--- config.mk ---
export PLATFORM = sky130hd
export DESIGN_NAME = dbe_queue
export DESIGN_NICKNAME = d
export VERILOG_FILES = /design/src/rtl/core/assert_macros.svh /design/src/rtl/core/dbe_pkg.sv /design/src/rtl/core/dbe_queue.sv
export SDC_FILE = /design/constraint.sdc
export NUM_CORES = 1
export LEC_CHECK = 0
export BUFFER_PORTS_ARGS = -buffer_cell sky130_fd_sc_hd__buf_4
export CORE_AREA = 10 10 231 233
export DETAILED_ROUTE_END_ITERATION = 8
export DIE_AREA = 0 0 241 243
export HOLD_SLACK_MARGIN = 0.08
export PLACE_DENSITY = 0.75
export SLEW_MARGIN = 20
export SYNTH_ARGS = -nofsm -noshare
export SYNTH_HDL_FRONTEND = slang
export SYNTH_SLANG_ARGS = --single-unit
--- constraint.sdc ---
create_clock -name clk -period 8.4 [get_ports clk]
set_input_delay 0 -clock clk [delete_from_list [all_inputs] [get_ports clk]]
set_output_delay 0 -clock clk [all_outputs]
set_load 0.1 [all_outputs]
--- src/rtl/core/assert_macros.svh ---
// Assertion helpers for the RTL
`ifndef ASSERT_MACROS_SVH
`define ASSERT_MACROS_SVH

// Implication check, disabled during reset
`define ASSERT_IMPL(lbl, clk, rst, ante, cons, msg) \
  lbl: assert property (@(posedge clk) disable iff (rst) (ante) |-> (cons)) else $error(msg);

// Next-cycle implication check, disabled during reset
`define ASSERT_NEXT(lbl, clk, rst, ante, cons, msg) \
  lbl: assert property (@(posedge clk) disable iff (rst) (ante) |=> (cons)) else $error(msg);

`endif

--- src/rtl/core/dbe_pkg.sv ---
// ----------------------------------------------------------------------------
// Dihedral bending energy package
// Shared types and constants for the front end, queue and compute engine.
// ----------------------------------------------------------------------------
package dbe_pkg;

  localparam int unsigned ONE_Q16  = 65536;
  localparam int unsigned DIFF_W   = 33;
  localparam int unsigned SUM_W    = 48;

  // One complete dihedral as handed from the front end to the engine.
  typedef struct packed {
    logic signed [2:0][DIFF_W-1:0] cb;
    logic signed [2:0][DIFF_W-1:0] ab;
    logic signed [2:0][DIFF_W-1:0] dc;
    logic                          last;
  } job_t;

  typedef enum logic [3:0] {
    EN_IDLE,
    EN_RED1,
    EN_CROSS,
    EN_RED2,
    EN_DOT,
    EN_PROD,
    EN_SQRT,
    EN_DIV,
    EN_ENERGY,
    EN_OUT
  } eng_state_t;

  // Shift needed so every magnitude drops below 2^lim_bits (magnitudes < 2^64).
  function automatic logic [5:0] red_shift(input logic [63:0] m, input int lim_bits);
    logic [5:0] k;
    k = '0;
    for (int i = 63; i >= 0; i--) begin
      if (m[i] && (i >= lim_bits) && (k == '0)) begin
        k = 6'(i - lim_bits + 1);
      end
    end
    return k;
  endfunction

endpackage

--- src/rtl/core/dbe_queue.sv ---
// ----------------------------------------------------------------------------
// Dihedral job queue
// Two-entry FIFO between front end and engine.
// ----------------------------------------------------------------------------
module dbe_queue (
  input  logic          clk,
  input  logic          rst,
  input  logic          wr_valid,
  output logic          wr_ready,
  input  dbe_pkg::job_t wr_data,
  output logic          rd_valid,
  input  logic          rd_ready,
  output dbe_pkg::job_t rd_data
);
  import dbe_pkg::*;

  job_t       mem [2];
  logic       wr_ptr;
  logic       rd_ptr;
  logic [1:0] count;
  logic       do_wr;
  logic       do_rd;

  assign wr_ready = (count != 2'd2);
  assign rd_valid = (count != 2'd0);
  assign rd_data  = mem[rd_ptr];
  assign do_wr    = wr_valid && wr_ready;
  assign do_rd    = rd_valid && rd_ready;

  always_ff @(posedge clk) begin
    if (do_wr) begin
      mem[wr_ptr] <= wr_data;
    end
  end

  always_ff @(posedge clk) begin
    if (rst) begin
      wr_ptr <= 1'b0;
      rd_ptr <= 1'b0;
      count  <= '0;
    end else begin
      if (do_wr) wr_ptr <= !wr_ptr;
      if (do_rd) rd_ptr <= !rd_ptr;
      count <= count + {1'b0, do_wr} - {1'b0, do_rd};
    end
  end

endmodule

Yosys cells after proc, flatten, opt, wreduce, memory -nomap -nowiden
Memories as Yosys holds them, arrays and structs flattened. A register that Yosys moved wholly into a read port is not among the register bits.
Index checks and enable logic that the tools add are counted.
- register bits after elaboration: 4
- bits in writable memories: 596
- input port bits: 302
- output and inout port bits: 300
- word-level logic and storage cells: 16
- memories: 1
- memory list (name ; depth ; width ; rd ports ; clocked after memory_dff ; write ports ; RTL line ; text):
    mem ; 2 ; 298 ; 1 ; 1 ; 1 ; dbe_queue.sv:17 ; job_t mem [2];
- $add $sub $neg: 2
- equality and inequality tests: 1
- muxes and demuxes: 4
- reductions and logical operators: 5
- operators by type and width (kind ; count):
    $mux W1 ; 4
    $add A2 B1 Y2 ; 1
    $logic_and A1 B1 Y1 ; 2
    $logic_not A1 Y1 ; 2
    $ne A2 B2 Y1 const B ; 1
    $reduce_bool A2 Y1 ; 1
    $sub A2 B1 Y2 ; 1

Logic depth before layout (Yosys ltp)
Gate-level depths: netlist of run 1.
- word-level depth: 4
- depth in mapped cells: 6
- depth with buffers taken out: 6

Least setup slack after synthesis of run 1
No wires, ideal clock.
- path kind: reg2reg
- start point: register count[0]
- end point: memory mem[1][0] (netlist name), enable pin
- arrival: 8.195 ns
- required time: 7.701 ns
- setup slack: -0.494 ns
- cell stages (with the launch flop): 3
- path buffers: 0
- cell sequence: dfxtp_1 -> nand2b_1 -> and3_1
- longest elaborated chain between the ends: 4
- RTL lines (item ; RTL line ; text):
    from (decl) ; dbe_queue.sv:20 ; logic [1:0] count;
    from (signal assigned) ; dbe_queue.sv:44 ; count <= count + {1'b0, do_wr} - {1'b0, do_rd};
    $ne A2 B2 Y1 ; dbe_queue.sv:24 ; assign wr_ready = (count != 2'd2);
    named net wr_ready ; dbe_queue.sv:9 ; output logic wr_ready,
    $logic_and A1 B1 Y1 ; dbe_queue.sv:27 ; assign do_wr = wr_valid && wr_ready;
    $mux W1 ; dbe_queue.sv:31 ; if (do_wr) begin
    $mux W1 (implied by the code) ; dbe_queue.sv:32 ; mem[wr_ptr] <= wr_data;
    to (decl) ; dbe_queue.sv:17 ;
The timed path passes the listed nets, and every way through them passes these cells.

Worst setup path after layout of run 1
- start point: register count[0]
- end point: memory mem[1][131] (netlist name), enable pin
- longest elaborated chain between the ends: 4
- RTL lines (item ; RTL line):
    $ne A2 B2 Y1 ; dbe_queue.sv:24
    $logic_and A1 B1 Y1 ; dbe_queue.sv:27
    $mux W1 ; dbe_queue.sv:31
    $mux W1 (implied by the code) ; dbe_queue.sv:32
Every way passes these cells.

==> results of run 1 <==
## timing repair
| item | in CTS | in global routing |
|---|---|---|
| endpoints found under the hold margin | 602 | 0 |
| hold buffers | 326 | 0 |
| setup endpoints to repair | 0 | 0 |
## metrics by stage
step,area (µm²),utilization,power [mW],instances,hold slack [ps]
detailed placement,27700,0.569,8.27,2152,188
finish,33000,0.678,11.2,2595,117
global placement,27700,0.569,8.23,2152,185
CTS,33000,0.677,11.1,2584,80.1
floorplan,22600,-,7.49,956,69.1
global route,33000,0.678,11.4,2591,96.5
## worst reg2reg max path, stage by stage (launching register included)
cell and delay, ps:
dfxtp_1 440, nand2b_1 230, and3_4 570, buf_4 630, buf_4 850
## synthesized netlist by cell type (2+ instances only)
| cell | instances |
|---|---|
| and3_1 | 2 |
| buf_2 | 7 |
| buf_6 | 26 |
| dfxtp_1 | 5 |
| edfxtp_1 | 596 |
| mux2_2 | 97 |
| mux2_4 | 201 |
| nor2_1 | 4 |
| nor2b_1 | 2 |
| o21ai_0 | 2 |
## worst max path at each step
stage | end | slack, ps | cells past startpoint
2_1_floorplan | mem[0][0] | 580 | 3
3_3_place_gp | mem[1][107] | 5300 | 4
3_5_place_dp | mem[1][110] | 5270 | 4
4_1_cts | mem[1][110] | 5250 | 4
5_1_grt | mem[1][131] | 5030 | 4
6_report | mem[1][131] | 5200 | 4
## metal layers
| layer | vias to the layer above | GRT usage | routed length (µm) |
|---|---|---|---|
| met2 | 593 | 0.383 | 34400 |
| li1 | 5755 | - | - |
| met5 | - | 0 | 0 |
| met1 | 6547 | 0.225 | 22100 |
| met4 | 0 | 0.0819 | 1950 |
| met3 | 105 | 0.0582 | 5220 |
## logic make-up (layout without fill, tap and decap cells)
logic type | Yosys count | after routing
buffers and inverters | 34 | 1040
AND/OR/NAND/NOR | 15 | 15
XOR/XNOR | 1 | 1
adder cells (fa/ha/maj) | 1 | 1
multiplexers | 298 | 298
AO/OA/AOI/OAI | 6 | 6
other | 0 | 11
flip-flops | 601 | 601
## layout by cell type, fill, tap and decap left out
master	count
dfxtp_1	4
nand2b_1	1
buf_12	4
a21oi_1	1
o21ba_2	1
dfxtp_4	1
ha_1	1
clkinv_2	8
diode_2	11
clkbuf_16	62
nor4bb_1	1
clkinvlp_4	1
nor4_1	1
xor2_1	1
nor3_1	1
o21ai_0	2
edfxtp_1	596
and3_1	1
o31a_1	1
nand3b_1	1
nand3_1	1
inv_8	2
clkinv_4	2
a21bo_2	1
dlygate4sd3_1	326
inv_6	1
clkinv_8	1
bufinv_16	10
nor2_1	4
mux2_2	97
and3_4	1
mux2_4	201
clkinv_1	12
or2_2	1
nor2b_1	2
clkbuf_1	8
buf_4	603
## flip-flops by register name, indices dropped and copies added (netlist names), named ones only
name	flops
mem	596
count	2
rd_ptr	1
wr_ptr	1
## final cells by class
class	count	area (µm²)	area share
Clock buffer	70	1580	0.0479
Sequential cell	601	18000	0.546
Inverter	1	11.3	0.000341
Clock inverter	36	447	0.0135
Timing Repair Buffer	933	7870	0.239
Multi-Input combinational cell	321	4270	0.129
Tap cell	622	778	0.0236
Antenna cell	11	27.5	0.000835
## power by group through the flow
stage | combinational (mW) | sequential (mW) | clock [mW]
after floorplan | 3.67 | 3.83 | 0
after global placement | 4.45 | 3.78 | 0
after detailed placement | 4.47 | 3.80 | 0
after CTS | 4.61 | 3.74 | 2.80
after global routing | 4.72 | 3.77 | 2.94
final | 4.62 | 3.75 | 2.78
==> impl_metrics.json, run 1 <==
{
  "cts_resized": 0,
  "path_max_fanout": 71,
  "p_sw_frac": 0.418,
  "globalplace.congestion": 0.810,
  "drc_errors": 0,
  "yosysTopAreaCellShare": 0.792,
  "nets": 2221,
  "num_vias": 13000,
  "status": "finished clean",
  "holdCritPathClass": "in -> reg",
  "overflow": 0,
  "r2r-start": "count[0]",
  "worst_setup_path_end_kind": "register",
  "cp_top_family": "buffers and inverters",
  "dieHeight_um": 243,
  "synth_fa_ha_area_frac": 0.000554,
  "r2r_setup_slack_ps": 5200,
  "clkTransAtPathRegs_ps": 70,
  "fmax_mhz": 312,
  "synth_cell_type_count": 24,
  "cts-htree-levels": 2,
  "cts_sinks": 601,
  "post-route-period-util": 0.381,
  "hp-start": "wr_data[73]",
  "synthMuxAreaShare": 0.182,
  "clock_latency_ps": 600,
  "cts_tree": "done",
  "path_buf_inv": 2,
  "drt_iter0_markers": 871,
  "reg2reg_depth": 4,
  "postCtsSetupBuffers": 0,
  "fp.dieArea_mm2": 0.0586,
  "synth_compound_area_frac": 0.00194,
  "grt_antenna_before_repair": 10,
  "synth_top_family_by_area": "multiplexers",
  "async_flop_share": 0,
  "rsz0062_at_grt": "false",
  "port-buffer-count": 601,
  "hold_violations": 0,
  "slew_headroom": 0.253,
  "io_pins": 602,
  "combPwrFrac": 0.414,
  "clkPwrFrac": 0.249,
  "max_cap_violations": 0,
  "cp-start-kind": "register",
  "grt_pass1_vias": 14400,
  "grt_pass1_wl_mm": 92.2,
  "ys_warn_count": 0,
  "fp-row-count": 81,
  "startpoint": "count[0]",
  "wl_per_cell_um": 24.6,
  "seqPwrFrac": 0.336,
  "synthCells": 956,
  "ys_ff_latch": 601,
  "synth_area_per_cell_um2": 23.6,
  "drt_pass1_iterations": 5,
  "hpwl_mm": 38.3,
  "crit_arrival_ps": 3430,
  "power_leakage_nw": 12.8,
  "switchingPower_mw": 4.66,
  "critPathKind": "reg -> reg",
  "track_usage": 0.210,
  "critPathMaxStageDelay_ps": 830,
  "setup_viol": 0,
  "dp_slack_ps": 5270,
  "fin_skew_ps": 11.7,
  "drt_wl_total_mm": 63.7,
  "syn-cell-area_mm2": 0.0226,
  "tns_ps": 0,
  "synthTopCellsByArea": "edfxtp_1 (79%), mux2_4 (13%), mux2_2 (4.8%)",
  "timing.critical_path.mode_cell": "buf_4",
  "synth_edf_count": 596,
  "areaGrowthSynthToFinish_pct": 46.0,
  "cp_data_required_time_ps": 8620,
  "p_per_area_mw_per_mm2": 338,
  "synth_area_leader_cell": "edfxtp_1",
  "worst_pin_slew_ps": 1120,
  "initial_core_util": 0.464,
  "worst_slack_ps": 5200,
  "yosys.area_share.simple": 0.00382,
  "r2r_end": "mem[1][131]",
  "synthFlopType": "edfxtp_1",
  "vias_per_cell": 5.01,
  "die_x_um": 241,
  "fin_crit_ps": 3200,
  "cts_inserted_buffers": 60,
  "synth-xor-area-share": 0.000388,
  "hold_end": "mem[1][73]",
  "min_path_cells": 2,
  "cpMaxStageDelayCell": "buf_4",
  "core_area_mm2": 0.0486,
  "fillers": 2890,
  "grt_max_degree": 162,
  "seq_area_frac_synth": 0.797,
  "crit_chain": "nand2b_1, and3_4, buf_4, buf_4",
  "p_int_mw": 6.49,
  "drt.antenna.violating_nets": 0,
  "clockBufferDepth": 3,
  "cts_root_buf": "clkbuf_16",
  "peakVddDrop_mv": 0.261,
  "slew_violations": 0,
  "syn-num-nets": 1259,
  "drive_above_1_share": 0.508
}
Power figures use the tool's default switching activity.
==> inputs of run 2 (changes only) <==
--- a/config.mk
+++ b/config.mk
@@ -6,11 +6,11 @@
 export NUM_CORES = 1
 export LEC_CHECK = 0
 export BUFFER_PORTS_ARGS = -buffer_cell sky130_fd_sc_hd__buf_4
-export CORE_AREA = 10 10 231 233
+export CORE_AREA = 10 10 224 226
 export DETAILED_ROUTE_END_ITERATION = 8
-export DIE_AREA = 0 0 241 243
+export DIE_AREA = 0 0 234 236
 export HOLD_SLACK_MARGIN = 0.08
-export PLACE_DENSITY = 0.75
+export PLACE_DENSITY = 0.76
 export SLEW_MARGIN = 20
 export SYNTH_ARGS = -nofsm -noshare
 export SYNTH_HDL_FRONTEND = slang
==> constraint.sdc (replaced) <==
create_clock -name clk -period 3.1 [get_ports clk]
set_input_delay 0 -clock clk [delete_from_list [all_inputs] [get_ports clk]]
set_output_delay 0 -clock clk [all_outputs]
set_load 0.1 [all_outputs]
==> run 2 against run 1 <==
Net effect:
- sequential power grew to 2.7 times the previous value
- routed wire length is 1.5% higher
- worst setup slack worse by 4600 ps
- largest cell class unchanged
- power grew to 2.7 times the previous value
==> impl_metrics.json, run 2 (same netlist as run 1, synthesis figures left out) <==
{
  "clkTransAtPathRegs_ps": 60,
  "power_leakage_nw": 12.7,
  "slew_violations": 0,
  "r2r_setup_slack_ps": 1120,
  "vias_per_cell": 5.11,
  "core_area_mm2": 0.0459,
  "critPathKind": "reg -> out",
  "io_pins": 602,
  "worst_setup_path_end_kind": "output port",
  "final_core_util": 0.716,
  "cts_inserted_buffers": 58,
  "grt_pass1_vias": 14400,
  "drt.antenna.violating_nets": 0,
  "track_usage": 0.227,
  "globalplace.congestion": 0.805,
  "r2r-start": "count[0]",
  "nets": 2224,
  "fin_crit_ps": 2520,
  "clkPwrFrac": 0.230,
  "grt_pass1_wl_mm": 93.2,
  "clock_latency_ps": 590,
  "hp-start": "wr_data[28]",
  "dp_slack_ps": 1140,
  "crit_arrival_ps": 2520,
  "port-buffer-count": 601,
  "peakVddDrop_mv": 0.842,
  "cts_tree": "done",
  "clockBufferDepth": 3,
  "layout_common_cells": "buf_4 (624), edfxtp_1 (596), dlygate4sd3_1 (303)",
  "drt_pass1_iterations": 5,
  "r2r_end": "mem[0][240]",
  "hold_end": "mem[1][28]",
  "seqPwrFrac": 0.342,
  "cts_root_buf": "clkbuf_16",
  "num_vias": 13200,
  "post-route-period-util": 0.811,
  "fp-row-count": 79,
  "switchingPower_mw": 12.6,
  "cp-start-kind": "register",
  "overflow": 0,
  "p_sw_frac": 0.424,
  "max_cap_violations": 0,
  "initial_core_util": 0.493,
  "drc_errors": 0,
  "cpMaxStageDelayCell": "dfxtp_4",
  "worst_pin_slew_ps": 608,
  "rsz0062_at_grt": "false",
  "p_per_area_mw_per_mm2": 903,
  "dieHeight_um": 236,
  "grt_max_degree": 93,
  "cts_sinks": 601,
  "p_int_mw": 17.1,
  "critPathMaxStageDelay_ps": 690,
  "fmax_mhz": 398,
  "final_common_cell": "buf_4",
  "areaGrowthSynthToFinish_pct": 45.3,
  "holdCritPathClass": "in -> reg",
  "regMostFlops": "mem",
  "tns_ps": 0,
  "largest_register_ff_count": 596,
  "worst_slack_ps": 585,
  "status": "finished clean",
  "reg_top3": "mem x596, count x2",
  "hold_violations": 0,
  "drt_wl_total_mm": 64.7,
  "crit_chain": "buf_4, mux2_2, buf_4",
  "drt_iter0_markers": 976,
  "wl_per_cell_um": 25.0,
  "drive_above_1_share": 0.516,
  "grt_antenna_before_repair": 8,
  "power_mw": 29.6,
  "cp_data_required_time_ps": 3100,
  "fp.dieArea_mm2": 0.0552,
  "hpwl_mm": 41.0,
  "reg2reg_depth": 5,
  "cts-htree-levels": 2,
  "slew_headroom": 0.595,
  "timing.critical_path.mode_cell": "buf_4",
  "min_path_cells": 2,
  "die_x_um": 234,
  "fin_skew_ps": 17.3,
  "cts_resized": 0,
  "setup_viol": 0,
  "combPwrFrac": 0.428,
  "path_max_fanout": 35
}
[run 2: metrics by stage]
step,hold slack [ps],cell area [µm²],std cells
6_report,126,32800,2586
5_1_grt,114,32800,2580
4_1_cts,92.0,32800,2574
3_5_place_dp,187,27900,2165
3_3_place_gp,185,27900,2165
2_1_floorplan,64.2,22600,956
[run 2: worst max path at each step]
| stage | start | end | slack [ps] |
|---|---|---|---|
| floorplan | count[0] | mem[0][0] | -2610 |
| global placement | count[0] | mem[1][41] | 1160 |
| detailed placement | count[0] | mem[1][149] | 1140 |
| CTS | register | rd_data[215] | 540 |
| global route | register | rd_data[35] | 470 |
| finish | register | rd_data[12] | 580 |
[run 2: repair_timing]
| action | 4_1_cts | 5_1_grt |
|---|---|---|
| setup buffers | 0 | 0 |
| setup endpoints to repair | 0 | 0 |
| hold endpoints to repair | 601 | 0 |
| hold buffers | 303 | 0 |
[run 2: layout make-up]
type / count / area (µm²)
Antenna cell: 12 / 30.0
Clock buffer: 75 / 1540
Clock inverter: 31 / 272
Fill cell: 2557 / 13000
Inverter: 1 / 7.51
Multi-Input combinational cell: 321 / 4270
Sequential cell: 601 / 18000
Tap cell: 607 / 759
Timing Repair Buffer: 938 / 7940
[run 2: power by group through the flow]
| stage | clock network, mW | registers [mW] | logic [mW] |
|---|---|---|---|
| after floorplan | 0 | 10.3 | 9.94 |
| after detailed placement | 0 | 10.3 | 12.3 |
| after global placement | 0 | 10.2 | 12.2 |
| final | 6.81 | 10.1 | 12.7 |
| after CTS | 6.84 | 10.1 | 12.6 |
| after global routing | 7.24 | 10.2 | 12.9 |
[run 2: worst max-delay path: cells and delay by family, from the launching register on]
family / cells / cell delay [ps]
buf+inv: 2 / 790
flops: 1 / 690
mux: 1 / 420
[run 2: metal layers]
layer	GRT usage	up-vias	wire, µm
met1	0.249	6625	22100
li1	-	5779	-
met2	0.399	683	33800
met5	0.00826	-	74
met4	0.0987	4	2560
met3	0.0673	124	6140
==> inputs of run 3 (changes only) <==
--- a/config.mk
+++ b/config.mk
@@ -6,11 +6,11 @@
 export NUM_CORES = 1
 export LEC_CHECK = 0
 export BUFFER_PORTS_ARGS = -buffer_cell sky130_fd_sc_hd__buf_4
-export CORE_AREA = 10 10 224 226
+export CORE_AREA = 10 10 231 233
 export DETAILED_ROUTE_END_ITERATION = 8
-export DIE_AREA = 0 0 234 236
+export DIE_AREA = 0 0 241 243
 export HOLD_SLACK_MARGIN = 0.08
-export PLACE_DENSITY = 0.76
+export PLACE_DENSITY = 0.75
 export SLEW_MARGIN = 20
 export SYNTH_ARGS = -nofsm -noshare
 export SYNTH_HDL_FRONTEND = slang
==> constraint.sdc (replaced) <==
create_clock -name clk -period 2.3 [get_ports clk]
set_input_delay 0 -clock clk [delete_from_list [all_inputs] [get_ports clk]]
set_output_delay 0 -clock clk [all_outputs]
set_load 0.1 [all_outputs]
==> run 3 against run 2 <==
Net effect:
- largest power group unchanged
- flip-flop and latch count unchanged
- final area up 1.0%
- final cell count increased by 1.0%
- power grew 36%
- worst setup slack lost 440 ps
- clock power grew 38%
- global-route usage fell by 1.8 points
==> impl_metrics.json, run 3 (same netlist as run 1, synthesis figures left out) <==
{
  "status": "finished clean",
  "reg2reg_depth": 5,
  "io_pins": 602,
  "cts_sinks": 601,
  "crit_chain": "buf_16, buf_16, mux2_4, buf_4",
  "min_path_cells": 2,
  "initial_core_util": 0.464,
  "fp.dieArea_mm2": 0.0586,
  "clkTransAtPathRegs_ps": 60,
  "rsz0062_at_grt": "false",
  "drt_wl_total_mm": 63.2,
  "setup_viol": 0,
  "hold_end": "mem[1][202]",
  "vias_per_cell": 4.96,
  "power_leakage_nw": 12.9,
  "nets": 2236,
  "power_mw": 40.3,
  "num_vias": 13000,
  "globalplace.congestion": 0.798,
  "fp-row-count": 81,
  "dr_wl_met3_mm": 5.47,
  "hp-start": "wr_data[202]",
  "final_core_util": 0.681,
  "cts_tree": "done",
  "grt_antenna_before_repair": 10,
  "grt_pass1_wl_mm": 91.7,
  "holdCritPathClass": "in -> reg",
  "hpwl_mm": 40.7,
  "die_x_um": 241,
  "layout_common_cells": "buf_4 (621), edfxtp_1 (596), dlygate4sd3_1 (304)",
  "cts_root_buf": "clkbuf_16",
  "drive_above_1_share": 0.525,
  "cp_data_required_time_ps": 2300,
  "crit_arrival_ps": 2160,
  "wl_met1_mm": 21.3,
  "r2r_setup_slack_ps": 150,
  "peakVddDrop_mv": 0.934,
  "cp-start-kind": "register",
  "post-route-period-util": 0.937,
  "hold_violations": 0,
  "critPathKind": "reg -> out",
  "clockBufferDepth": 3,
  "reg_top3": "mem x596, count x2",
  "fin_crit_ps": 2160,
  "areaGrowthSynthToFinish_pct": 46.7,
  "cp_top_family": "buffers and inverters",
  "drt.antenna.violating_nets": 0,
  "dieHeight_um": 243,
  "r2r_end": "count[1]",
  "largest_register_ff_count": 596,
  "max_cap_violations": 0,
  "track_usage": 0.209,
  "p_per_area_mw_per_mm2": 1220,
  "grt_pass1_vias": 14300,
  "clock_latency_ps": 600,
  "drc_errors": 0,
  "cpMaxStageDelayCell": "dfxtp_4",
  "wl_per_cell_um": 24.2,
  "routed-wl-met2_mm": 34.0,
  "overflow": 0,
  "highest_layer": "met4",
  "final_common_cell": "buf_4",
  "slew_headroom": 0.655,
  "path_max_fanout": 28,
  "core_area_mm2": 0.0486,
  "port-buffer-count": 601,
  "fin_skew_ps": 21.2,
  "timing.critical_path.mode_cell": "buf_16",
  "regMostFlops": "mem",
  "fmax_mhz": 464,
  "drt_iter0_markers": 841,
  "path_buf_inv": 3,
  "cts_inserted_buffers": 60,
  "critPathMaxStageDelay_ps": 430,
  "worst_pin_slew_ps": 518,
  "drt_pass1_iterations": 5,
  "worst_setup_path_end_kind": "output port",
  "grt_max_degree": 66,
  "slew_violations": 0,
  "r2r-start": "count[1]",
  "cts-htree-levels": 2
}
==> run 3: worst reg2reg max path, stage by stage, from the launching register on <==
cell           delay [ps]
dfxtp_2               360
nor4bb_1              280
dlygate4sd3_1         620
nor4_1                 50
dlygate4sd3_1         560
nor3_1                190
==> run 3: worst max-delay path by stage <==
| stage | start | endpoint | slack [ps] | cells after the start |
|---|---|---|---|---|
| after global placement | count[0] | mem[0][60] | 580 | 5 |
| after global routing | register | rd_data[208] | 80 | 4 |
| final | register | rd_data[208] | 140 | 4 |
| after CTS | register | rd_data[223] | 20 | 4 |
| after floorplan | count[0] | mem[0][0] | -3410 | 3 |
| after detailed placement | count[0] | mem[0][155] | 570 | 5 |
==> run 3: layout make-up <==
| cell class | instances | area [µm²] |
|---|---|---|
| flip-flops and latches | 601 | 18000 |
| fillers | 2943 | 15500 |
| repair buffers | 948 | 8180 |
| multi-input cells | 321 | 4270 |
| clock buffers | 71 | 1560 |
| well taps | 622 | 778 |
| clock inverters | 37 | 312 |
| diodes | 12 | 30.0 |
| inverters | 1 | 7.51 |
==> run 3: timing repair <==
item / in CTS / in global routing
buffers inserted: 0 / 6
endpoints found under the hold margin: 605 / 0
hold buffers: 304 / 0
resized for setup: 0 / 2
setup endpoints to repair: 0 / 26
==> run 3: routing by layer <==
layer  GRT usage  vias up
met3      0.0691      124
li1            -     5797
met2       0.379      534
met1       0.216     6504
met4      0.0882        0
met5           0        -
==> run 3: power breakdown <==
group          leakage (nW)  internal, mW  total (mW)  switching, mW
clock                 0.935          5.39        9.39           4.01
combinational          6.31          4.61        17.3           12.7
sequential             5.62          13.3        13.6          0.309
total                  12.9          23.3        40.3           17.0
==> run 3: per-stage QoR <==
step | setup TNS, ps | hold WS [ps] | cells | setup WS (ps) | instance area [µm²]
floorplan | -1769050 | 64.2 | 956 | -3410 | 22600
global placement | 0 | 185 | 2183 | 584 | 28100
detailed placement | 0 | 188 | 2183 | 572 | 28100
CTS | 0 | 87.1 | 2595 | 23.7 | 33100
global route | 0 | 98.1 | 2610 | 76.4 | 33100
finish | 0 | 118 | 2613 | 144 | 33100
