`config.mk`:
```
export PLATFORM = sky130hd
export DESIGN_NAME = dbe_front
export DESIGN_NICKNAME = d
export VERILOG_FILES = /design/src/rtl/core/assert_macros.svh /design/src/rtl/core/dbe_pkg.sv /design/src/rtl/core/dbe_front.sv
export SDC_FILE = /design/constraint.sdc
export NUM_CORES = 1
export LEC_CHECK = 0
export BUFFER_PORTS_ARGS = -buffer_cell sky130_fd_sc_hd__buf_2
export CAP_MARGIN = 25
export CORE_AREA = 10 10 257 259
export CTS_CLUSTER_DIAMETER = 200
export DETAILED_ROUTE_END_ITERATION = 8
export DIE_AREA = 0 0 267 269
export SYNTH_ARGS = -nofsm -noshare
export SYNTH_HDL_FRONTEND = slang
export SYNTH_SLANG_ARGS = --single-unit
```
`constraint.sdc`:
```
create_clock -name clk -period 8.53 [get_ports clk]
set_input_delay 0.4265 -clock clk [delete_from_list [all_inputs] [get_ports clk]]
set_output_delay 0.4265 -clock clk [all_outputs]
set_load 0.01 [all_outputs]
```
`src/rtl/core/assert_macros.svh`:
```
// Assertion helpers for the RTL
`ifndef ASSERT_MACROS_SVH
`define ASSERT_MACROS_SVH

// Implication check, disabled during reset
`define ASSERT_IMPL(lbl, clk, rst, ante, cons, msg) \
  lbl: assert property (@(posedge clk) disable iff (rst) (ante) |-> (cons)) else $error(msg);

// Next-cycle implication check, disabled during reset
`define ASSERT_NEXT(lbl, clk, rst, ante, cons, msg) \
  lbl: assert property (@(posedge clk) disable iff (rst) (ante) |=> (cons)) else $error(msg);

`endif

```
`src/rtl/core/dbe_pkg.sv`:
```
// ----------------------------------------------------------------------------
// Dihedral bending energy package
// Shared types and constants for the front end, queue and compute engine.
// ----------------------------------------------------------------------------
package dbe_pkg;

  localparam int unsigned ONE_Q16  = 65536;
  localparam int unsigned DIFF_W   = 33;
  localparam int unsigned SUM_W    = 48;

  // One complete dihedral as handed from the front end to the engine.
  typedef struct packed {
    logic signed [2:0][DIFF_W-1:0] cb;
    logic signed [2:0][DIFF_W-1:0] ab;
    logic signed [2:0][DIFF_W-1:0] dc;
    logic                          last;
  } job_t;

  typedef enum logic [3:0] {
    EN_IDLE,
    EN_RED1,
    EN_CROSS,
    EN_RED2,
    EN_DOT,
    EN_PROD,
    EN_SQRT,
    EN_DIV,
    EN_ENERGY,
    EN_OUT
  } eng_state_t;

  // Shift needed so every magnitude drops below 2^lim_bits (magnitudes < 2^64).
  function automatic logic [5:0] red_shift(input logic [63:0] m, input int lim_bits);
    logic [5:0] k;
    k = '0;
    for (int i = 63; i >= 0; i--) begin
      if (m[i] && (i >= lim_bits) && (k == '0)) begin
        k = 6'(i - lim_bits + 1);
      end
    end
    return k;
  endfunction

endpackage

```
`src/rtl/core/dbe_front.sv`:
```
// ----------------------------------------------------------------------------
// Dihedral front end
// Collects four vertices and forms the three difference vectors as a job.
// ----------------------------------------------------------------------------
module dbe_front (
  input  logic                clk,
  input  logic                rst,
  input  logic                in_valid,
  output logic                in_ready,
  input  logic signed [31:0]  coord_x,
  input  logic signed [31:0]  coord_y,
  input  logic signed [31:0]  coord_z,
  input  logic                last_dihedral,
  output logic                job_valid,
  input  logic                job_ready,
  output dbe_pkg::job_t       job
);
  import dbe_pkg::*;

  logic [2:0][2:0][31:0] held;
  logic [1:0]            vertex_count;
  logic                  fourth;
  logic [2:0][31:0]      d;

  assign fourth    = (vertex_count == 2'd3);
  assign in_ready  = !fourth || job_ready;
  assign job_valid = in_valid && fourth;
  assign d[0] = coord_x;
  assign d[1] = coord_y;
  assign d[2] = coord_z;

  always_comb begin
    for (int j = 0; j < 3; j++) begin
      job.cb[j] = {held[2][j][31], held[2][j]} - {held[1][j][31], held[1][j]};
      job.ab[j] = {held[0][j][31], held[0][j]} - {held[1][j][31], held[1][j]};
      job.dc[j] = {d[j][31], d[j]} - {held[2][j][31], held[2][j]};
    end
    job.last = last_dihedral;
  end

  always_ff @(posedge clk) begin
    if (rst) begin
      vertex_count <= '0;
      held         <= '0;
    end else if (in_valid && in_ready) begin
      vertex_count <= vertex_count + 2'd1;
      if (!fourth) begin
        held[vertex_count] <= d;
      end
    end
  end

endmodule

```
* After elaboration in Yosys (flattened, before gate mapping)
Index checks and enable logic that the tools add are counted. W data, S select, Z words.
Word-level totals: register bits after elaboration 290, bits of input ports 101, logic and storage cells 33
Operators by class: add/subtract/negate cells 10, order comparisons 2, eq/ne operators 1, mux-type cells 3, bitwise operators 1, reductions and logical operators 6
Operators with widths (number):
- $sub A32 B32 Y33 | 9
- $bwmux W288 | 1
- $demux W96 S2 | 1
- $mux W96 | 1
- $logic_and A1 B1 Y1 | 3
- $lt A2 B3 Y1 const B | 1
- $add A2 B1 Y2 const B | 1
- $eq A2 B2 Y1 const B | 1
- $ge A2 B1 Y1 const B | 1
- $reduce_and A2 Y1 | 1
- $logic_not A1 Y1 | 1
- $logic_or A1 B1 Y1 | 1
- $not A1 Y1 | 1

* Depth between registers and ports, before layout
Gate-level depths: netlist of run 1.
depth in word-level cells 5, depth in mapped cells 14, gate-level depth less buffers 14

* Least setup slack after synthesis of run 1
OpenSTA, ideal clock, no wires.
kind reg2out, start register held[224] in the netlist's numbering, end output job[262] in the netlist's numbering, arrival time 2.888 ns, setup slack 5.216 ns, cell stages (with the launch flop) 15, buffers on the path 0, cells stage by stage dfxtp_1 > inv_1 > ha_1 > fa_1 > nor2b_1 > o21ai_1 > a21boi_1 > o21ai_2 > o21ai_1 > a221o_1 > a311oi_2 > o31ai_2 > a41oi_2 > o21ai_1 > xor2_1
RTL lines:
- start, declared | RTL line dbe_front.sv:20 | logic [2:0][2:0][31:0] held;
- start signal, assigned | RTL line dbe_front.sv:44 | held <= '0;
- start signal, assigned by index | RTL line dbe_front.sv:48 | held[vertex_count] <= d;
- end, declared | RTL line dbe_front.sv:16 | output dbe_pkg::job_t job

==> results of run 1 <==
Yosys cell counts, drive strengths merged, types with 11 or more instances:
cell	instances
nor3	38
o21bai	26
inv	294
buf	11
and2	16
nand3	47
dfxtp	290
o211ai	14
xnor2	176
a21oi	512
and3	18
ha	292
nor2b	38
a21o	140
o21ai	139
xor2	76
a31oi	16
nand2b	29
a21boi	14
a211oi	18
nand2	721
nor2	141
clkbuf	103
o21a	30
nand4	29
state kept, by name (all words and copies together) (netlist names):
name          flops
held            288
vertex_count      2
area by class of cell:
cell class | instances | area (um2)
well taps | 790 | 988
multi-input cells | 2656 | 16800
clock buffers | 56 | 1190
flip-flops and latches | 290 | 5810
inverters | 294 | 1100
clock inverters | 14 | 191
fillers | 6373 | 32800
repair buffers | 407 | 2090
diodes | 3 | 7.51
worst max-delay path: cells and delay by family, from the launching register on:
family	cells	cell delay (ns)
simple gates	2	0.27
fa+ha+maj	1	0.27
buf+inv	2	0.30
flops	1	0.42
compound gates	9	2.35
power by group:
| group | switching (W) | total (W) | internal (W) |
|---|---|---|---|
| combinational | 0.00179 | 0.00298 | 0.00119 |
| clock | 0.000673 | 0.00176 | 0.00109 |
| sequential | 0.0000416 | 0.00147 | 0.00142 |
final timing paths:
path / slack, ns / depth (start not counted) / end / from
worst min register to register: 0.45 / 2 / held[119] / held[119]
worst min-delay path: 0.13 / 3 / held[109] / coord_x[13]
worst max-delay path: 3.90 / 14 / job[129] / held[97]
worst max register to register: 5.50 / 6 / held[181] / vertex_count[1]
logic make-up after synthesis:
family / Yosys count / synth area share (%)
xor+xnor: 252 / 9.15
flops: 290 / 24.1
fa+ha+maj: 301 / 15.9
simple gates: 1107 / 19.5
mux: 4 / 0.171
compound gates: 992 / 24.8
buf+inv: 408 / 6.37
per-layer routing:
metal / up-vias / part of all wire (%) / global-route usage [%]
met2: 633 / 45 / 35.4
met5: - / 0.055 / 0
met1: 11000 / 46 / 28.3
met3: 113 / 6.7 / 4.88
li1: 12100 / - / -
met4: 6 / 3.1 / 7.20
metrics by stage:
| step | utilization (%) | setup WS [ns] |
|---|---|---|
| floorplan | - | 5.22 |
| global placement | 43.9 | 4.55 |
| detailed placement | 43.9 | 4.53 |
| CTS | 46.2 | 3.94 |
| global route | 46.2 | 3.59 |
| finish | 46.2 | 3.90 |
==> results by group, run 1 <==
Run status
  – Result of the run: completed

Floorplanning
  – IO Count: between 400 and 500
  – Starting density of the core: between 30% and 40%
  – Overall die height: around 270 um
  – Die Outline Area: between 70000 and 80000 um2
  – Die X: 267 um
  – Standard-cell rows: between 90 and 100
  – Placeable core region: 61000 um2

Routing
  – Aggregate routed wire length: slightly above 80 mm
  – Count of routing violations after the opening detailed-route iteration: between 1.5k and 2k
  – Wirelength per Cell: ~18 um
  – Vias after detailed routing: ~24k
  – Post-route DRC violation count: 0
  – Via-to-Cell Ratio: approximately 5.3
  – Post-route ant nets: 0
  – Detailed-router iteration count before antenna repair: 5

Setup path
  – Kind of start point of the critical path: flop
  – Critical path, cell by cell: inv_1, ha_1, nor2b_1, o21a_1, o21ai_1, a21oi_1, a21oi_2, o41ai_2, a41oi_1, o21a_1, o21ai_1, nand4_1, o311ai_1, buf_2
  – Path type of the worst setup path: reg2out
  – Data required time at the worst endpoint: around 8.1 ns
  – Worst-path maximum fanout: 4
  – Capturing element type of the critical path: primary output
  – Delay of the slowest cell on the worst path: between 0.4 and 0.5 ns
  – Worst path arrival time: roughly 4.2 ns
  – Worst path slowest cell: sky130_fd_sc_hd__o41ai_2

Place
  – HPWL after DPL: 62.5 mm
  – Gp weighted congestion: about 0.94
  – Cells after DPL: 4437
  – Port Buf Inserts: 398
  – Placement Cell Area: between 20000 and 30000 um2

Synth
  – Post-Synthesis Cells: between 3k and 4k
  – Async set-or-reset flop fraction in the synthesized netlist: 0%
  – Average cell area after synthesis: just over 7 um2
  – Synth Register Bits: between 200 and 300
  – Synth area leader: sky130_fd_sc_hd__dfxtp_1
  – Top flip-flop cell by instance count after synthesis: sky130_fd_sc_hd__dfxtp_1
  – Leading post-synthesis cells by cell area: sky130_fd_sc_hd__dfxtp_1, sky130_fd_sc_hd__ha_1, sky130_fd_sc_hd__nand2_1
  – Net count after synthesis: 3756
  – Number of warnings reported in the yosys synthesis log: 0
  – Area of the mapped netlist: roughly 24000 um2
  – Distinct cell type count of the synthesized netlist: 75
  – Seq/Total Area, Yosys: between 20% and 30%
  – Top cell type's share of synthesized area: between 20% and 30%
  – EDFF count, synth: 0

STA
  – Final-report setup violation count: 0
  – Clock period minus final worst setup slack: about 4.6 ns
  – Max_slew headroom: between 30 and 40%
  – Achievable clock frequency: roughly 0.22 GHz
  – Post-Route Skew: about 0.022 ns
  – Final Hold Fails: 0
  – Pins over their slew limit: 0
  – Post-route fraction of the period consumed by the critical path: a little over half
  – Unrepaired setup endpoints after global routing: false
  – Setup TNS: 0 ns
  – Pin slew with the least headroom to its limit: a little under 1 ns
  – Hold_ws: 0.129 ns

Clock tree
  – Number of gates resized after CTS: 0
  – Bufs on Longest Clock Path: 3
  – Cts bufs inserted: 39
  – H-tree level count: 2
  – Worst-path clk slew: around 0.060 ns
  – Number of buffers inserted to repair setup after CTS: 0
  – TritonCTS clock tree: yes
  – Clock insertion delay at the later pin of the skew report: about 0.56 ns
  – Hold-fix buffers, CTS: 0
  – Num Clock Sinks: 290
  – Clock root buffer: sky130_fd_sc_hd__clkbuf_16

Cells and area
  – Post-Layout Inst Area: around 28000 um2
  – Most common cell after layout, fill and taps aside: sky130_fd_sc_hd__nand2_1
  – Final layout net count: between 4k and 5k
  – Post-Layout Cell Count: between 4k and 5k
  – Area added between synthesis and finish: 16.9%
  – Share of cells above drive strength 1: about 14%
  – Highest-count cells in the layout ignoring fill and taps: sky130_fd_sc_hd__nand2_1, sky130_fd_sc_hd__a21oi_1, sky130_fd_sc_hd__buf_2, sky130_fd_sc_hd__inv_1, sky130_fd_sc_hd__ha_1

Power
  – Total power: about 0.0062 W
  – Largest voltage drop on the vdd net: ~0.00013 V
  – Standby leakage power: approximately 13 nW
  – Pwr per Cell Area: roughly 220 nW/um2

Global route
  – Total global routing overflow: 0
  – Via count of the first global-routing pass: roughly 23k
  – Largest net degree at the start of global routing: 141
  – Wire length of the first global-routing pass: 127 mm
  – Number of antenna violations at the first check in global routing: 8
  – Total track usage: about 22%

Hold path
  – Path category of the worst min-delay check: in2reg

Run
  – Max-cap violation count: 0
Note: power is estimated with default switching activity, not from simulation.
==> run 2: changes to the inputs <==
==> constraint.sdc (replaced) <==
create_clock -name clk -period 4 [get_ports clk]
set_input_delay 0.2 -clock clk [delete_from_list [all_inputs] [get_ports clk]]
set_output_delay 0.2 -clock clk [all_outputs]
set_load 0.01 [all_outputs]
==> results by group, run 2 (synthesized netlist as in run 1, its figures left out) <==
Run status
  – Result of the run: completed (unchanged)

STA
  – Setup TNS: 0 ns (unchanged)
  – Clock period minus final worst setup slack: roughly 3.9 ns
  – Unrepaired setup endpoints after global routing: true (was false)
  – Hold_ws: 0.102 ns (was 0.129 ns)
  – Post-Route Skew: 0.0188 ns (was 0.0222 ns)
  – Crit path setup slack, layout: 0.0764 ns (was 3.90 ns)
  – Max_slew headroom: 34.1% (was 34.6%)
  – Final-report setup violation count: 0 (unchanged)
  – Post-route fraction of the period consumed by the critical path: around 100%
  – Pin slew with the least headroom to its limit: 0.989 ns (was 0.982 ns)
  – Pins over their slew limit: 0 (unchanged)
  – Final Hold Fails: 0 (unchanged)
  – Achievable clock frequency: 0.255 GHz

Floorplanning
  – Placeable core region: 61000 um2 (unchanged)
  – Standard-cell rows: 91 (unchanged)
  – Overall die height: 269 um (unchanged)
  – Die Outline Area: 71800 um2 (unchanged)
  – Die X: 267 um (unchanged)
  – IO Count: 401 (unchanged)
  – Starting density of the core: 39.5% (unchanged)

Power
  – Standby leakage power: 13.2 nW (was 12.5 nW)
  – Clk network pwr share: 26.9% (was 28.4%)
  – Net switching power: 0.00561 W (was 0.00251 W)
  – Int Pwr: 0.00818 W (was 0.00371 W)
  – Pwr per Cell Area: 457 nW/um2 (was 220 nW/um2)
  – Switching portion of total power: 40.7% (was 40.4%)
  – Largest voltage drop on the vdd net: 0.000293 V (was 0.000130 V)
  – Combinational power share: 50.4% (was 48.0%)
  – Part of the total power dissipated in sequential elements: 22.7% (was 23.6%)

Global route
  – Number of antenna violations at the first check in global routing: 4 (was 8)
  – Largest net degree at the start of global routing: 138 (was 141)
  – Total global routing overflow: 0 (unchanged)
  – Total track usage: 22.0% (was 21.8%)
  – Met3 demand-to-capacity share in global routing: 4.49% (was 4.88%)
  – Via count of the first global-routing pass: 23.6k (was 23.4k)
  – Met1 usage: 28.3% (about the same)
  – Wire length of the first global-routing pass: 128 mm (was 127 mm)
  – Grt peak-use layer: met2 (unchanged)
  – GR Util met2: 36.6% (was 35.4%)

Routing
  – Aggregate routed wire length: 83.5 mm (was 81.4 mm)
  – Via-to-Cell Ratio: 5.27 (was 5.29)
  – Vias after detailed routing: 24.5k (was 23.8k)
  – Post-route DRC violation count: 0 (unchanged)
  – Wirelength per Cell: 18.0 um (was 18.1 um)
  – Count of routing violations after the opening detailed-route iteration: 1579 (was 1536)
  – Post-route ant nets: 0 (unchanged)
  – Detailed-router iteration count before antenna repair: 5 (unchanged)

Cells and area
  – Highest-count cells in the layout ignoring fill and taps: sky130_fd_sc_hd__nand2_1, sky130_fd_sc_hd__a21oi_1, sky130_fd_sc_hd__buf_2, sky130_fd_sc_hd__inv_1, sky130_fd_sc_hd__dfxtp_1 (was sky130_fd_sc_hd__nand2_1, sky130_fd_sc_hd__a21oi_1, sky130_fd_sc_hd__buf_2, sky130_fd_sc_hd__inv_1, sky130_fd_sc_hd__ha_1)
  – Final core utilization: 49.4% (was 46.2%)
  – Share of cells above drive strength 1: 17.2% (was 13.8%)
  – Area added between synthesis and finish: 25.1% (was 16.9%)
  – Post-Layout Cell Count: 4650 (was 4510)
  – Number of flip-flops in the largest register: 288 (unchanged)
  – Most common cell after layout, fill and taps aside: sky130_fd_sc_hd__nand2_1 (unchanged)
  – FILL cells: 6134 (was 6373)
  – Registers with the most flip-flops: held: 288 flops, vertex_count: 2 flops (unchanged)
  – Largest Register: held (unchanged)
  – Final layout net count: 4229 (was 4090)

Clock tree
  – TritonCTS clock tree: yes (unchanged)
  – Cts bufs inserted: 39 (unchanged)
  – Worst-path clk slew: 0.06 ns (about the same)
  – H-tree level count: 2 (unchanged)
  – Clock insertion delay at the later pin of the skew report: 0.57 ns (was 0.56 ns)
  – Num Clock Sinks: 290 (unchanged)
  – Bufs on Longest Clock Path: 3 (unchanged)
  – Clock root buffer: sky130_fd_sc_hd__clkbuf_16 (unchanged)

Setup path
  – Worst-path maximum fanout: 3 (was 4)
  – Kind of start point of the critical path: flop (unchanged)
  – Worst path arrival time: 3.72 ns (was 4.20 ns)
  – Capturing element type of the critical path: primary output (unchanged)
  – Data required time at the worst endpoint: 3.80 ns (was 8.10 ns)
  – Path type of the worst setup path: reg2out (unchanged)

Place
  – Post-Place Setup Slack: 0.255 ns (was 4.53 ns)
  – Gp weighted congestion: 0.921 (was 0.936)
  – Cells after DPL: 4449 (was 4437)
  – Port Buf Inserts: 398 (unchanged)
  – HPWL after DPL: 63.1 mm (was 62.5 mm)

Hold path
  – Path category of the worst min-delay check: in2reg (unchanged)

Run
  – Max-cap violation count: 0 (unchanged)
-- run 2: changes by cell type in the layout (fill, tap and decap cells not counted), moves of 9 or more --
cell and delta:
sky130_fd_sc_hd__buf_4 +40, sky130_fd_sc_hd__o21ai_1 -20, sky130_fd_sc_hd__a21oi_2 +11, sky130_fd_sc_hd__o21ai_2 +18, sky130_fd_sc_hd__dlygate4sd3_1 +97, sky130_fd_sc_hd__a31oi_1 -9, sky130_fd_sc_hd__a21oi_1 -15
-- run 2: timing repair --
item | in CTS | in global routing
gates cloned | 0 | 0
resized for setup | 41 | 102
hold buffers | 97 | 0
pin swaps | 20 | 73
buffers inserted | 9 | 21
endpoints found under the hold margin | 290 | 0
setup endpoints to repair | 57 | 63
-- run 2: worst paths after layout --
check             cells past startpoint       startpoint  slack (ns)         endpoint
setup / recovery                     16        held[192]        0.08         job[229]
hold reg to reg                       2        held[147]        0.45        held[147]
hold / removal                        4        job_ready        0.10  vertex_count[1]
setup reg to reg                      6  vertex_count[1]        1.41         held[73]
-- run 2: metrics by stage --
step	total power (W)	cell area, um2
2_1_floorplan	0.00717	24100
3_3_place_gp	0.00960	26900
6_report	0.0138	30200
4_1_cts	0.0136	29500
3_5_place_dp	0.00959	26900
5_1_grt	0.0146	30200
-- run 2: area by class of cell --
| class | count | area, um2 | area share (%) |
|---|---|---|---|
| timing repair buffer | 546 | 3400 | 11.3 |
| sequential | 290 | 5820 | 19.3 |
| antenna | 3 | 7.51 | 0.0249 |
| tap | 790 | 988 | 3.28 |
| clock buffer | 47 | 1080 | 3.57 |
| inverter | 294 | 1100 | 3.66 |
| clock inverter | 24 | 288 | 0.954 |
| multi-input combinational | 2656 | 17500 | 58.0 |
-- run 2: routing by layer --
layer / part of all wire [%] / up-vias / routed length [um]
li1: - / 12400 / -
met1: 45 / 11300 / 37600
met2: 46 / 639 / 38400
met3: 6.4 / 116 / 5350
met4: 2.6 / 2 / 2160
met5: 0.011 / - / 9
-- run 2: worst max-delay path: stages, from the launching register on --
cell	delay, ns
sky130_fd_sc_hd__dfxtp_2	0.34
sky130_fd_sc_hd__inv_2	0.05
sky130_fd_sc_hd__ha_4	0.16
sky130_fd_sc_hd__fa_2	0.38
sky130_fd_sc_hd__nor2b_2	0.15
sky130_fd_sc_hd__o21ai_2	0.09
sky130_fd_sc_hd__a21oi_2	0.18
sky130_fd_sc_hd__o21ai_2	0.07
sky130_fd_sc_hd__o211a_1	0.25
sky130_fd_sc_hd__o31a_1	0.38
sky130_fd_sc_hd__o31ai_2	0.27
sky130_fd_sc_hd__buf_4	0.18
sky130_fd_sc_hd__a211oi_4	0.07
sky130_fd_sc_hd__o21bai_1	0.14
sky130_fd_sc_hd__a21oi_1	0.09
sky130_fd_sc_hd__xnor2_1	0.18
sky130_fd_sc_hd__buf_2	0.16
-- run 2: power by group through the flow --
stage	clock, W	combinational [W]	sequential [W]
global route	0.00391	0.00755	0.00314
CTS	0.00381	0.00668	0.00313
finish	0.00371	0.00696	0.00313
floorplan	0	0.00401	0.00316
global placement	0	0.00641	0.00318
detailed placement	0	0.00640	0.00319
==> run 3: changes to the inputs <==
--- a/config.mk
+++ b/config.mk
@@ -7,10 +7,10 @@
 export LEC_CHECK = 0
 export BUFFER_PORTS_ARGS = -buffer_cell sky130_fd_sc_hd__buf_2
 export CAP_MARGIN = 25
-export CORE_AREA = 10 10 257 259
+export CORE_AREA = 10 10 286 233
 export CTS_CLUSTER_DIAMETER = 200
 export DETAILED_ROUTE_END_ITERATION = 8
-export DIE_AREA = 0 0 267 269
+export DIE_AREA = 0 0 296 243
 export SYNTH_ARGS = -nofsm -noshare
 export SYNTH_HDL_FRONTEND = slang
 export SYNTH_SLANG_ARGS = --single-unit
==> results by group, run 3 (synthesized netlist as in run 1, its figures left out) <==
Routing
  – Via-to-Cell Ratio: 5.29 (was 5.27)
  – Post-route DRC violation count: 0 (unchanged)
  – Highest Signal Layer: met5 (unchanged)
  – Total routed wire length on the met1 layer: 41.2 mm (was 37.6 mm)
  – Post-route ant nets: 0 (unchanged)
  – Routed length on met3: 5.74 mm (was 5.35 mm)
  – Wirelength per Cell: 18.5 um (was 18.0 um)
  – Aggregate routed wire length: 85.7 mm (was 83.5 mm)
  – Vias after detailed routing: 24.5k (about the same)
  – Count of routing violations after the opening detailed-route iteration: 1640 (was 1579)
  – Detailed-router iteration count before antenna repair: 5 (unchanged)
  – Sum of met2 wire segment lengths after detailed routing: 37.3 mm (was 38.4 mm)

Setup path
  – Worst-path maximum fanout: 3 (unchanged)
  – Launch instance of the worst register-to-register path: vertex_count[0] (was vertex_count[1])
  – Kind of start point of the critical path: flop (unchanged)
  – Data required time at the worst endpoint: 3.80 ns (about the same)
  – Worst path arrival time: 3.66 ns (was 3.72 ns)
  – Capturing element type of the critical path: primary output (unchanged)
  – Worst reg-to-reg path cell count: 6 (unchanged)
  – Path type of the worst setup path: reg2out (unchanged)
  – Slack of the worst reg-to-reg path: 1.35 ns (was 1.41 ns)
  – Critical path origin: held[130] (was held[192])
  – Crit Reg-Reg Endpoint: held[74] (was held[73])

Global route
  – Largest net degree at the start of global routing: 120 (was 138)
  – Total global routing overflow: 0 (unchanged)
  – Via count of the first global-routing pass: 22.7k (was 23.6k)
  – Total track usage: 22.5% (was 22.0%)
  – Wire length of the first global-routing pass: 131 mm (was 128 mm)
  – Number of antenna violations at the first check in global routing: 4 (unchanged)

Run status
  – Result of the run: completed (unchanged)

Cells and area
  – Post-Layout Cell Count: 4632 (was 4650)
  – Highest-count cells in the layout ignoring fill and taps: sky130_fd_sc_hd__nand2_1, sky130_fd_sc_hd__a21oi_1, sky130_fd_sc_hd__buf_2, sky130_fd_sc_hd__inv_1, sky130_fd_sc_hd__ha_1 (was sky130_fd_sc_hd__nand2_1, sky130_fd_sc_hd__a21oi_1, sky130_fd_sc_hd__buf_2, sky130_fd_sc_hd__inv_1, sky130_fd_sc_hd__dfxtp_1)
  – Final core utilization: 49.4% (about the same)
  – Share of cells above drive strength 1: 16.6% (was 17.2%)
  – Registers with the most flip-flops: held: 288 flops, vertex_count: 2 flops (unchanged)
  – FILL cells: 6140 (was 6134)
  – Most common cell after layout, fill and taps aside: sky130_fd_sc_hd__nand2_1 (unchanged)
  – Final layout net count: 4219 (was 4229)
  – Area added between synthesis and finish: 24.3% (was 25.1%)
  – Largest Register: held (unchanged)
  – Reg area: 5820 um2 (about the same)
  – Post-Layout Inst Area: 30000 um2 (was 30200 um2)
  – Multi-input gate area in the final layout: 17400 um2 (was 17500 um2)
  – Number of flip-flops in the largest register: 288 (unchanged)

Hold path
  – Worst hold stages: 2 (was 4)
  – Hold Path End: held[93] (was vertex_count[1])
  – Hold path startpoint: rst (was job_ready)
  – Path category of the worst min-delay check: in2reg (unchanged)

Clock tree
  – H-tree level count: 2 (unchanged)
  – Clock root buffer: sky130_fd_sc_hd__clkbuf_16 (unchanged)
  – Cts bufs inserted: 35 (was 39)
  – Worst-path clk slew: 0.06 ns (about the same)
  – Clock insertion delay at the later pin of the skew report: 0.55 ns (was 0.57 ns)
  – Bufs on Longest Clock Path: 3 (unchanged)
  – Num Clock Sinks: 290 (unchanged)
  – TritonCTS clock tree: yes (unchanged)

Floorplanning
  – Standard-cell rows: 81 (was 91)
  – Die X: 296 um (was 267 um)
  – IO Count: 401 (unchanged)
  – Placeable core region: 60700 um2 (was 61000 um2)
  – Die Outline Area: 71900 um2 (was 71800 um2)
  – Overall die height: 243 um (was 269 um)
  – Starting density of the core: 39.7% (was 39.5%)

STA
  – Unrepaired setup endpoints after global routing: true (unchanged)
  – Clock period minus final worst setup slack: 3.86 ns (was 3.92 ns)
  – Crit path setup slack, layout: 0.144 ns (was 0.0764 ns)
  – Max_slew headroom: 38.5% (was 34.1%)
  – Final-report setup violation count: 0 (unchanged)
  – Pin slew with the least headroom to its limit: 0.922 ns (was 0.989 ns)
  – Achievable clock frequency: 0.259 GHz (was 0.255 GHz)
  – Pins over their slew limit: 0 (unchanged)
  – Post-route fraction of the period consumed by the critical path: 96.4% (was 98.1%)
  – Post-Route Skew: 0.0249 ns (was 0.0188 ns)
  – Final Hold Fails: 0 (unchanged)
  – Hold_ws: 0.146 ns (was 0.102 ns)

Place
  – Post-Place Setup Slack: 0.310 ns (was 0.255 ns)
  – Gp weighted congestion: 0.931 (was 0.921)
  – HPWL after DPL: 64.2 mm (was 63.1 mm)
  – Cells after DPL: 4443 (was 4449)
  – Placement Cell Area: 26900 um2 (about the same)
  – Port Buf Inserts: 398 (unchanged)

Run
  – Max-cap violation count: 0 (unchanged)

Power
  – Pwr per Cell Area: 453 nW/um2 (was 457 nW/um2)
  – Largest voltage drop on the vdd net: 0.000321 V (was 0.000293 V)
  – Standby leakage power: 13.2 nW (about the same)
==> run 3: changes by cell type in the layout (fill, tap and decap cells not counted), sizes merged <==
cell      previous run  this run
buf                449       443
clkinvlp             5         2
diode                3         2
inv                297       296
clkinv              11         4
bufinv               5         6
clkbuf              47        48
==> run 3: worst max-delay path by stage <==
stage               endpoint  slack (ns)  depth (start not counted)
floorplan           job[262]        0.91                         14
global placement    job[197]        0.29                         14
detailed placement  job[197]        0.31                         14
CTS                  job[32]       0.002                         15
global route        job[229]       -0.08                         15
finish              job[260]        0.14                         15
==> run 3: stage by stage <==
stage	total power, W	TNS (ns)
5_1_grt	0.0144	-0.212
3_3_place_gp	0.00962	0
6_report	0.0136	0
2_1_floorplan	0.00717	0
4_1_cts	0.0134	0
3_5_place_dp	0.00961	0
==> run 3: what timing repair did <==
item | 4_1_cts | 5_1_grt
hold buffers | 97 | 0
endpoints found under the hold margin | 289 | 0
gates resized for setup | 28 | 101
buffers inserted | 11 | 17
endpoints found under the setup margin | 41 | 70
pin swaps | 18 | 64
==> run 3: per-layer routing <==
layer	GRT usage, %	vias up
li1	-	12400
met1	32.5	11400
met2	34.5	666
met3	4.00	85
met4	4.29	4
met5	0	-
==> run 3: critical path: stages, from the launching register on <==
cell and delay, ns:
sky130_fd_sc_hd__dfxtp_1 0.32, sky130_fd_sc_hd__inv_1 0.06, sky130_fd_sc_hd__ha_1 0.33, sky130_fd_sc_hd__nor2b_2 0.18, sky130_fd_sc_hd__o21ai_2 0.15, sky130_fd_sc_hd__a21boi_2 0.09, sky130_fd_sc_hd__o21ai_2 0.19, sky130_fd_sc_hd__o21ai_2 0.09
sky130_fd_sc_hd__a221o_1 0.37, sky130_fd_sc_hd__a311oi_4 0.34, sky130_fd_sc_hd__o31ai_2 0.09, sky130_fd_sc_hd__buf_4 0.15, sky130_fd_sc_hd__a21oi_2 0.21, sky130_fd_sc_hd__o21ai_1 0.12, sky130_fd_sc_hd__xor2_1 0.22, sky130_fd_sc_hd__buf_2 0.18
==> run 3: final cells by class <==
class                      count  share of cell area [%]
inverter                     294                    3.68
antenna                        2                  0.0167
timing repair buffer         540                    11.4
clock buffer                  48                    3.36
tap                          788                    3.29
sequential                   290                    19.4
multi-input combinational   2656                    58.0
clock inverter                14                   0.814
==> run 3: power by group <==
group          internal [W]  switching, W
combinational       0.00290       0.00404
clock               0.00216       0.00137
sequential          0.00304     0.0000967
total               0.00809       0.00550
